--- src/hdl/csrsm_pkg.sv ---
// Shared types and codes for the compressed sparse row store.
`timescale 1ns / 1ps
package csrsm_pkg;

  localparam int ROW_W      = 6;
  localparam int COL_W      = 16;
  localparam int VAL_W      = 32;
  localparam int CFG_IDX_W  = 2;
  localparam int CFG_DATA_W = 17;

  localparam logic CMD_READ  = 1'b0;
  localparam logic CMD_WRITE = 1'b1;

  localparam logic [1:0] STAT_OK    = 2'd0;
  localparam logic [1:0] STAT_RANGE = 2'd1;
  localparam logic [1:0] STAT_FULL  = 2'd2;

  localparam logic [CFG_IDX_W-1:0] REG_ROW_COUNT = 2'd0;
  localparam logic [CFG_IDX_W-1:0] REG_COL_COUNT = 2'd1;

  typedef struct packed {
    logic [COL_W-1:0] col;
    logic [VAL_W-1:0] val;
  } entry_t;

  typedef struct packed {
    logic             shift;
    logic             bump;
    logic [ROW_W-1:0] row;
  } row_ctl_t;

  typedef enum logic [3:0] {
    ST_IDLE = 4'b0001,
    ST_ROWS = 4'b0010,
    ST_ENTS = 4'b0100,
    ST_BUMP = 4'b1000
  } state_t;

endpackage

--- src/hdl/csrsm_row_cell.sv ---
// One row start pointer cell of the pointer ring.
`timescale 1ns / 1ps
module csrsm_row_cell #(
  parameter int IDX = 0,
  parameter int PW  = 9
) (
  input  logic                clk,
  input  logic                rst,
  input  csrsm_pkg::row_ctl_t ctl,
  input  logic [PW-1:0]       din,
  output logic [PW-1:0]       dout
);
  import csrsm_pkg::*;

  logic [PW-1:0] ptr;

  always_ff @(posedge clk) begin
    if (rst) begin
      ptr <= '0;
    end else if (ctl.shift) begin
      ptr <= din;
    end else if (ctl.bump && (IDX > int'(ctl.row))) begin
      // rows after the insert start one entry later
      ptr <= ptr + 1'b1;
    end
  end

  assign dout = ptr;

endmodule

--- config.mk ---
export PLATFORM = sky130hd
export DESIGN_NAME = csrsm_row_cell
export DESIGN_NICKNAME = d
export VERILOG_FILES = /design/src/hdl/csrsm_pkg.sv /design/src/hdl/csrsm_row_cell.sv
export SDC_FILE = /design/constraint.sdc
export NUM_CORES = 1
export LEC_CHECK = 0
export BUFFER_PORTS_ARGS = -buffer_cell sky130_fd_sc_hd__buf_2
export CELL_PAD_IN_SITES_DETAIL_PLACEMENT = 0
export CELL_PAD_IN_SITES_GLOBAL_PLACEMENT = 1
export CORE_AREA = 2 2 39 41
export CTS_CLUSTER_DIAMETER = 150
export CTS_CLUSTER_SIZE = 8
export DETAILED_ROUTE_END_ITERATION = 8
export DIE_AREA = 0 0 41 43
export PLACE_DENSITY = 0.72
export SYNTH_ARGS = -nofsm -noshare
export SYNTH_HDL_FRONTEND = slang
export SYNTH_SLANG_ARGS = --single-unit
--- constraint.sdc ---
create_clock -name clk -period 1.2 [get_ports clk]
set_input_delay 0.06 -clock clk [delete_from_list [all_inputs] [get_ports clk]]
set_output_delay 0.06 -clock clk [all_outputs]
set_load 0.05 [all_outputs]
Yosys cells after proc, flatten, opt, wreduce, memory -nomap -nowiden. Index checks and enable logic that the tools add are counted.

Register bits after elaboration: 9. Bits of input ports: 19. Output and inout bits: 9. Word-level logic and storage cells: 1.

Longest topological paths before layout.
Depth in word-level cells: 0. Gate-level depth with buffers: 3.

Worst setup path before layout. No wires, ideal clock.

Kind: reg-to-reg. From: register dout[0] (netlist name). To: register ptr[0] (netlist: dout[0]). Library setup time: 65 ps. Arrival: 817 ps. Data required time: 1135 ps. Setup slack: 318 ps. Cell stages (with the launch flop): 3. Period minus slack after synthesis: 882 ps. Cell sequence: dfxtp_1 mux2i_1 nor2_1.

RTL lines: end signal, assigned (RTL line csrsm_row_cell.sv:21) `ptr <= din;`; end signal, assigned (RTL line csrsm_row_cell.sv:24) `ptr <= ptr + 1'b1;`; end, declared (RTL line csrsm_row_cell.sv:15) `logic [PW-1:0] ptr;`.

Worst setup path after layout.
From: register ptr[7] (netlist: dout[7]). To: output port dout[7].

RTL lines: end, declared (RTL line csrsm_row_cell.sv:11) `output logic [PW-1:0] dout`.

No word-level cell between the ends.

==> reports/summary.txt <==
Share of cells above drive strength 1: 45.1%
Port Buffers: 20
Synth Warn #: 0
Number of global-route vias before repair: 258
Post-placement cell count: 63
Post-route insts no fill: 67
Clock sinks: 9
CP Class: flop to output pin
Mapped Cells: 29
Root Buffer: clkbuf_4
Syn nets: 48
Placer Congestion: 0.544
Total core area: 1380 sq um
First-pass GRT wire length: 986 um
Initial Util: 23.1%
Ordered cell list for the critical path: buf_2
Final Critical Period: 0.904 ns
RSZ-0062 raised after global routing: false
Max-cap violations: 0
Storage cell area: 180 sq um
CP Depth: 1
Status: finished clean
WHS: 0.0414 ns
Hold Buf Count CTS: 0
Slew Limit Fails: 0
Routed Antenna Nets: 0
Crit-path slowest cell: dfxtp_1
Critical path origin: dout[7]
Vias: 267
DRT Pass-1 Iters: 2
Part of the cycle the worst path needs: 75.4%
Depth of the CTS H-tree: 1
VDD IR-drop max: 0.000586 V
Worst rel slew slack: 81.3%
Io pins: 28
Final WL: 616 um
Final hold violation count: 0
Overflow after GRT: 0
Final HPWL DP: 441 um
Ant diodes: 0
Library cells used by synthesis: 5
Post-CTS Setup Bufs: 0
Post-synthesis register bit count: 9
Setup Skew: 0 ns
Critical R2R Launch: dout[0]
CTS tree: done
Post-Syn Area per Cell: 11.0 sq um
Die H: 43 um
CTS max path bufs: 2
Clock Latency Late Sink: 0.25 ns
Fill cells: 155
Worst Hold Launch: din[7]
Clk pin slew, worst setup/hold paths: 0.06 ns
Vias per std cell: 3.99
Initial DRC count: 1
Post-CTS sizing: 0
Reg2reg setup slack: 0.61 ns
CP peak stage delay: 0.33 ns
WP data required: 1.14 ns
Crit. End Element: output pin
Layout Area Growth over Synthesis: 41.2%
Crit path buf inv count: 1
Worst setup SP type: flop
WL/cell: 9.19 um
Die area: 1760 sq um
Total GRT Usage: 8.68%
Cell Area, Synth: 319 sq um
Nets: 71
Final setup violation count: 0
Max reg flops: 9
Register area share after synthesis: 56.5%
Initial antenna violation count: 0
Worst hold path type: input pin to flop
Worst EP arrival: 0.84 ns
Crit path max fanout: 2
Total CTS buffers: 3
Rows: 14
R2R cell count: 2
Multi-input logic area: 124 sq um
DIE WIDTH: 41 um
Power per cell area: 1520 nW/um^2
P_leak: 0.248 nW
Residual DRC: 0
Setup TNS: 0 ns
Critical path's top delay family: flip-flops
Worst-margin pin slew: 0.280 ns
Hold path depth: 3
Fmax: 1.11 GHz
Largest net degree at the start of global routing: 10
## cell usage in the layout (no fill, tap or decap), drive strengths merged
master	n
nor2	9
buf	20
dfxtp	9
mux2i	9
clkbuf	4
## synthesized netlist by cell type (all sizes together)
cell type / number / share of area (%)
buf: 2 / 4.7
dfxtp: 9 / 56
mux2i: 9 / 28
nor2: 9 / 11
## area by class of cell
class	count	share of cell area, %
Clock buffer	4	5.83
Multi-Input combinational cell	18	27.5
Sequential cell	9	40.0
Tap cell	16	4.44
Timing Repair Buffer	20	22.2
## worst paths after layout
path             end
max          dout[7]
min reg2reg  dout[3]
min          dout[7]
max reg2reg  dout[0]
## cell families (layout without fill, tap and decap cells)
kind of cell  count (synthesis)  in the layout  synth area share, %
simple gates                  9              9                 10.6
buf+inv                       2             24                 4.70
flops                         9              9                 56.5
mux                           9              9                 28.2
## per-stage QoR
stage	util (%)	area (sq um)	worst slack, ns	total power, mW
5_1_grt	32.5	450	0.252	0.720
4_1_cts	32.5	450	0.288	0.699
3_3_place_gp	30.7	424	0.489	0.465
3_5_place_dp	30.7	424	0.472	0.466
6_report	32.5	450	0.296	0.684
2_1_floorplan	-	319	0.318	0.431
## routing by layer
| metal | vias up | track usage (%) | share of wire (%) |
|---|---|---|---|
| met2 | 13 | 11.6 | 42 |
| li1 | 138 | - | - |
| met1 | 114 | 10.1 | 46 |
| met5 | - | 0 | 0 |
| met3 | 2 | 3.14 | 9.9 |
| met4 | 0 | 8.00 | 1.9 |
## power by group
part / internal (mW) / switching, mW / leakage [nW] / total [mW]
registers: 0.317 / 0.00753 / 0.0743 / 0.324
clock network: 0.128 / 0.0983 / 0.0150 / 0.226
logic: 0.0416 / 0.0924 / 0.158 / 0.134
Note: power is estimated with default switching activity, not from simulation.
