### src/hdl/csrsm_pkg.sv
// Shared types and codes for the compressed sparse row store.
`timescale 1ns / 1ps
package csrsm_pkg;

  localparam int ROW_W      = 6;
  localparam int COL_W      = 16;
  localparam int VAL_W      = 32;
  localparam int CFG_IDX_W  = 2;
  localparam int CFG_DATA_W = 17;

  localparam logic CMD_READ  = 1'b0;
  localparam logic CMD_WRITE = 1'b1;

  localparam logic [1:0] STAT_OK    = 2'd0;
  localparam logic [1:0] STAT_RANGE = 2'd1;
  localparam logic [1:0] STAT_FULL  = 2'd2;

  localparam logic [CFG_IDX_W-1:0] REG_ROW_COUNT = 2'd0;
  localparam logic [CFG_IDX_W-1:0] REG_COL_COUNT = 2'd1;

  typedef struct packed {
    logic [COL_W-1:0] col;
    logic [VAL_W-1:0] val;
  } entry_t;

  typedef struct packed {
    logic             shift;
    logic             bump;
    logic [ROW_W-1:0] row;
  } row_ctl_t;

  typedef enum logic [3:0] {
    ST_IDLE = 4'b0001,
    ST_ROWS = 4'b0010,
    ST_ENTS = 4'b0100,
    ST_BUMP = 4'b1000
  } state_t;

endpackage

### src/hdl/csrsm_entry_cell.sv
// One stored entry cell (column and value) of the entry ring.
`timescale 1ns / 1ps
module csrsm_entry_cell (
  input  logic              clk,
  input  logic              shift,
  input  csrsm_pkg::entry_t din,
  output csrsm_pkg::entry_t dout
);
  import csrsm_pkg::*;

  entry_t ent;

  always_ff @(posedge clk) begin
    if (shift) begin
      ent <= din;
    end
  end

  assign dout = ent;

endmodule

### config.mk
export PLATFORM = sky130hd
export DESIGN_NAME = csrsm_entry_cell
export DESIGN_NICKNAME = d
export VERILOG_FILES = /design/src/hdl/csrsm_pkg.sv /design/src/hdl/csrsm_entry_cell.sv
export SDC_FILE = /design/constraint.sdc
export NUM_CORES = 1
export LEC_CHECK = 0
export BUFFER_PORTS_ARGS = -buffer_cell sky130_fd_sc_hd__buf_2
export CAP_MARGIN = 20
export CORE_ASPECT_RATIO = 0.5
export CORE_MARGIN = 2
export CORE_UTILIZATION = 40
export CTS_CLUSTER_SIZE = 12
export DETAILED_ROUTE_END_ITERATION = 8
export GPL_TIMING_DRIVEN = 0
export PLACE_DENSITY = 0.86
export SETUP_SLACK_MARGIN = 0.15
export SKIP_CTS_REPAIR_TIMING = 1
export SLEW_MARGIN = 25
export SYNTH_ARGS = -nofsm -noshare
export SYNTH_HDL_FRONTEND = slang
export SYNTH_SLANG_ARGS = --single-unit
### constraint.sdc
create_clock -name clk -period 0.8 [get_ports clk]
set_input_delay 0.16 -clock clk [delete_from_list [all_inputs] [get_ports clk]]
set_output_delay 0.16 -clock clk [all_outputs]
set_load 0.01 [all_outputs]
; ---- After elaboration in Yosys (flattened, before gate mapping)
; Index checks and enable logic that the tools add are counted.
[word_totals]
in_bits = 50
word_cells = 2
register_bits = 48
out_inout_bits = 48

; ---- Depth between registers and ports, before layout
; Gate-level depths: netlist of run 1.
[logic_depth]
ltp_word = 0
mapped_depth = 0
depth_no_buf = 0

; ---- Least setup slack after synthesis of run 1
; No wires, ideal clock.
[synth_path]
path_kind = flip-flop to output port
startpoint = register ent, in the netlist dout[0]
endpoint = output dout[0] in the netlist's numbering
t_required_ns = 0.640
arrival_time_ns = 0.394
path_buffers = 0
path_slack_ns = 0.246
path_stages_with_launch = 1
path_cell_list = edfxtp_1
[synth_lines]
columns = item, line
row1 = from (decl), csrsm_entry_cell.sv:11  ; entry_t ent;
row2 = from (signal assigned), csrsm_entry_cell.sv:15  ; ent <= din;
row3 = to (decl), csrsm_entry_cell.sv:7  ; output csrsm_pkg::entry_t dout
; No word-level cell between the ends.

; ---- Worst setup path after layout of run 1
[layout_path]
startpoint = register ent, in the netlist dout[0]
endpoint = output dout[0] in the netlist's numbering
; No word-level cell between the ends.

==> results.ini, run 1 <==
[floorplanning]
start_util = 0.420
dieHeight_um = 46.4
ios = 98
die_w_um = 88.9
core_um2 = 3430
dieArea_um2 = 4130
num_rows = 15

[logic_synthesis]
synth_top_area_frac = 1.00
synthXorXnorAreaFrac = 0
synthTopCellsByArea = edfxtp_1 (100%)
ys_ff_latch = 48
synth.distinct_cells = 1
synth-compound-area-share = 0
yosys.area_share.simple = 0
yosysTopAreaCell = edfxtp_1
synth-adder-area-share = 0
synth_mux_area_frac = 0
synth_area_um2 = 1440
yosysWarnings = 0
synth_seq_area_share = 1.00
synth_area_per_cell_um2 = 30.0
synthesis.nets = 98
syn_inst = 48

[timing]
setup_slack_ns = -0.181
setup_viol = 48
slew_violations = 0
min_period_over_period = 1.23
relSlewSlack = 0.713
fmax_ghz = 1.02
fin_tns_setup_ns = -7.45
holdWs_ns = 0.0379
tightest_slew_ns = 0.430
rsz0062_at_grt = true
period_minus_slack_ns = 0.981
hold_viol = 0

[finish]
final_common_cell = buf_2
largest_reg_flops = 48
diodes = 0
area_growth_pct = 44.3
drive_gt1_frac = 0.680
final_cell_mix = buf_2 (96), edfxtp_1 (48), clkbuf_8 (5)
fillers = 270
fin_cells = 204
multi_input_area_um2 = 0
regArea_um2 = 1440
multi_input_cells = 0
nets = 202

[power_and_ir_drop]
ir_drop_mv = 1.20
total_power_uw = 4810
p_leak_uw = 0.000899
power_per_cell_area_nw_per_um2 = 2310

[detailed_routing]
antenna_left = 0
wire_per_inst_um = 13.0
drt_iter0_drc = 14
drc = 0
firstDrtPassIters = 4
vias = 849
wirelength_mm = 2.66
viasPerCell = 4.16

[run_status]
status = finished, violations left
violations = negative setup slack

[clocking]
clock_sinks = 48
tritoncts = yes
numCtsBuffers = 5
cts_max_level = 2
clk_path_buf_depth = 2
clkTransAtPathRegs_ns = 0.09
clock-root-buffer = clkbuf_8

[placed_design]
globalplace.congestion = 0.651
dp.cells = 196
port_buffers = 97

[global_routing]
gr-total-overflow = 0
antenna_found_initial = 0
grt_usage = 0.123
grt_max_degree = 49
grt_pass1_wl_mm = 3.51
first_global_vias = 799

[worst_setup_path]
slowest_delay_ns = 0.38
crit_type = flop to primary output
worstPathRequired_ns = 0.64
critical_path_buf_inv_count = 1
crit_path_start_kind = flop
cp-end-kind = primary output
critPathMaxFanout = 1
arrival_ns = 0.82
critical_path.cell_chain = buf_2
crit_family = flip-flops
crit_slowest_cell = edfxtp_1

[worst_hold_path]
holdPathStages = 1
hold_path_startpoint = din[11]
hp-class = primary input to flop
min_to = dout[11]

[job]
max-cap-violations = 0

[how the worst max path moves through the flow]
stage,depth (start not counted),start,end,slack [ns]
finish,1,dout[0],dout[0],-0.18
global route,1,dout[21],dout[21],-0.22
CTS,1,shift,dout[44],-0.26
detailed placement,1,shift,dout[15],-0.58
global placement,1,shift,dout[24],-0.49
floorplan,0,dout[0],dout[0],0.25
[cell families after synthesis]
kind of cell / Yosys count
flip-flops: 48
[per-stage QoR]
stage           util  area [um^2]  worst slack, ns
6_report       0.605         2080           -0.181
5_1_grt        0.605         2080           -0.223
4_1_cts        0.604         2070           -0.256
3_5_place_dp   0.580         1990           -0.577
3_3_place_gp   0.580         1990           -0.490
2_1_floorplan      -         1440            0.246
[power breakdown]
part,internal [uW],switching (uW),leakage (uW)
clock network,594,735,0.0000453
registers,2980,41.7,0.000470
logic,209,241,0.000384
[synth_stat cells]
cell type / number
edfxtp_1: 48
[area by class of cell]
cell class,count,area share
clock inverters,3,0.00662
clock buffers,5,0.0331
flip-flops and latches,48,0.693
well taps,51,0.0307
repair buffers,97,0.236
[metal layers]
| metal | part of all wire | global-route usage | vias up |
|---|---|---|---|
| li1 | - | - | 399 |
| met2 | 0.51 | 0.204 | 49 |
| met4 | 0 | 0.0545 | 0 |
| met3 | 0.13 | 0.0699 | 0 |
| met1 | 0.37 | 0.131 | 401 |
| met5 | 0 | 0 | - |
(Power assumes the default switching activity.)
==> run 2, diff against run 1 <==
--- a/config.mk
+++ b/config.mk
@@ -15,3 +15,3 @@
 export GPL_TIMING_DRIVEN = 0
-export PLACE_DENSITY = 0.86
+export PLACE_DENSITY_LB_ADDON = 0.12
 export SETUP_SLACK_MARGIN = 0.15
--- a/constraint.sdc
+++ b/constraint.sdc
@@ -3,2 +3,2 @@
 set_output_delay 0.16 -clock clk [all_outputs]
-set_load 0.01 [all_outputs]
+set_load 0.005 [all_outputs]
==> results.ini, run 2 (synthesis results as in run 1) <==
[run_status]
status = finished, violations left
violations = negative setup slack

[power_and_ir_drop]
total_power_uw = 4660  ; -3.1%
internal_power_uw = 3770  ; -0.53%
switchingPower_uw = 890  ; -13%
power_per_cell_area_nw_per_um2 = 2250  ; -2.8%
ir_drop_mv = 1.19  ; -0.87%
power_frac_seq = 0.650  ; +0.020
clkPwrFrac = 0.270  ; -0.007
swShare = 0.191  ; -0.0208
p_leak_uw = 0.000893  ; -0.70%
p_comb_frac = 0.080  ; -0.014

[worst_setup_path]
slowest_delay_ns = 0.38  ; about the same
critical_path_buf_inv_count = 1  ; unchanged
arrival_ns = 0.80  ; -0.02 ns
crit_slowest_cell = edfxtp_1
cp-end-kind = primary output
critical_path.cell_chain = buf_2
crit_type = flop to primary output
crit_family = flip-flops
crit_path_start_kind = flop
worstPathRequired_ns = 0.64  ; about the same
critPathMaxFanout = 1  ; unchanged

[floorplanning]
die_w_um = 88.9  ; unchanged
start_util = 0.420  ; unchanged
core_um2 = 3430  ; unchanged
ios = 98  ; unchanged
num_rows = 15  ; unchanged
dieArea_um2 = 4130  ; unchanged
dieHeight_um = 46.4  ; unchanged

[job]
max-cap-violations = 0  ; unchanged

[finish]
nets = 202  ; unchanged
fin_cells = 203  ; -0.49%
final_common_cell = buf_2
area_growth_pct = 43.8
drive_gt1_frac = 0.671  ; -0.00869
multi_input_area_um2 = 0  ; unchanged
multi_input_cells = 0  ; unchanged
final_cell_mix = buf_2 (96), edfxtp_1 (48), clkbuf_8 (5)
largest_reg_flops = 48  ; unchanged
diodes = 0  ; unchanged

[placed_design]
globalplace.congestion = 0.627  ; -3.6%
dp.cells = 196  ; unchanged
port_buffers = 97  ; unchanged

[detailed_routing]
drt_iter0_drc = 15  ; +1
wire_per_inst_um = 12.8  ; -1.9%
vias = 847  ; -0.24%
drc = 0  ; unchanged
firstDrtPassIters = 3  ; -1
antenna_left = 0  ; unchanged
wirelength_mm = 2.59  ; -2.4%
viasPerCell = 4.17  ; +0.26%

[timing]
fmax_ghz = 1.04  ; +2.5%
tightest_slew_ns = 0.426  ; -0.00446 ns
setup_slack_ns = -0.157  ; +0.0240 ns
min_period_over_period = 1.20  ; -0.0300
rsz0062_at_grt = true
fin_tns_setup_ns = -6.37  ; +1.08 ns
period_minus_slack_ns = 0.957  ; -0.0240 ns
setup_viol = 48  ; unchanged
relSlewSlack = 0.716  ; +0.00297
hold_viol = 0  ; unchanged
slew_violations = 0  ; unchanged

[global_routing]
antenna_found_initial = 0  ; unchanged
grt_usage = 0.117  ; -0.00586
gr-total-overflow = 0  ; unchanged
grt_max_degree = 49  ; unchanged
first_global_vias = 736  ; -7.9%
grt_pass1_wl_mm = 3.35  ; -4.7%

[clocking]
cts_max_level = 2  ; unchanged
tritoncts = yes
clkTransAtPathRegs_ns = 0.08  ; about the same
clock-root-buffer = clkbuf_8
numCtsBuffers = 5  ; unchanged
clk_path_buf_depth = 2  ; unchanged
clock_sinks = 48  ; unchanged

[worst_hold_path]
hp-class = primary input to flop

## run 2: cell types whose count changed in the layout (fill, tap and decap cells not counted), sizes merged
cell / delta
clkinv: -1
## run 2: final timing paths
kind / from / end / slack, ns / depth (start not counted)
worst max-delay path: dout[1] / dout[1] / -0.16 / 1
worst min-delay path: din[14] / dout[14] / 0.05 / 1
## run 2: per-stage QoR
step                      hold slack [ns]  setup slack (ns)  instance area, um^2   util
after floorplan                     0.259             0.285                 1440      -
after global placement              0.337            -0.522                 1990  0.580
after detailed placement            0.338            -0.557                 1990  0.580
after CTS                          0.0352            -0.246                 2070  0.602
after global routing               0.0267            -0.203                 2070  0.604
final                              0.0473            -0.157                 2070  0.604
## run 2: final cells by class
class / instances / area [um^2]
clock inverter: 2 / 7.51
fill: 274 / 1360
sequential: 48 / 1440
timing repair buffer: 97 / 492
tap: 51 / 63.8
clock buffer: 5 / 68.8
## run 2: per-layer routing
metal  vias up  track usage  wire length [um]
met1       400        0.131               998
met3         2       0.0538               236
li1        398            -                 -
met5         -            0                 0
met2        47        0.201              1340
met4         0       0.0455                18
## run 2: power groups by stage
| stage | Combinational, uW | Sequential [uW] | Clock [uW] |
|---|---|---|---|
| 2_1_floorplan | 0 | 3120 | 0 |
| 3_3_place_gp | 375 | 3080 | 0 |
| 3_5_place_dp | 377 | 3090 | 0 |
| 4_1_cts | 378 | 3030 | 1320 |
| 5_1_grt | 414 | 3040 | 1400 |
| 6_report | 373 | 3020 | 1260 |
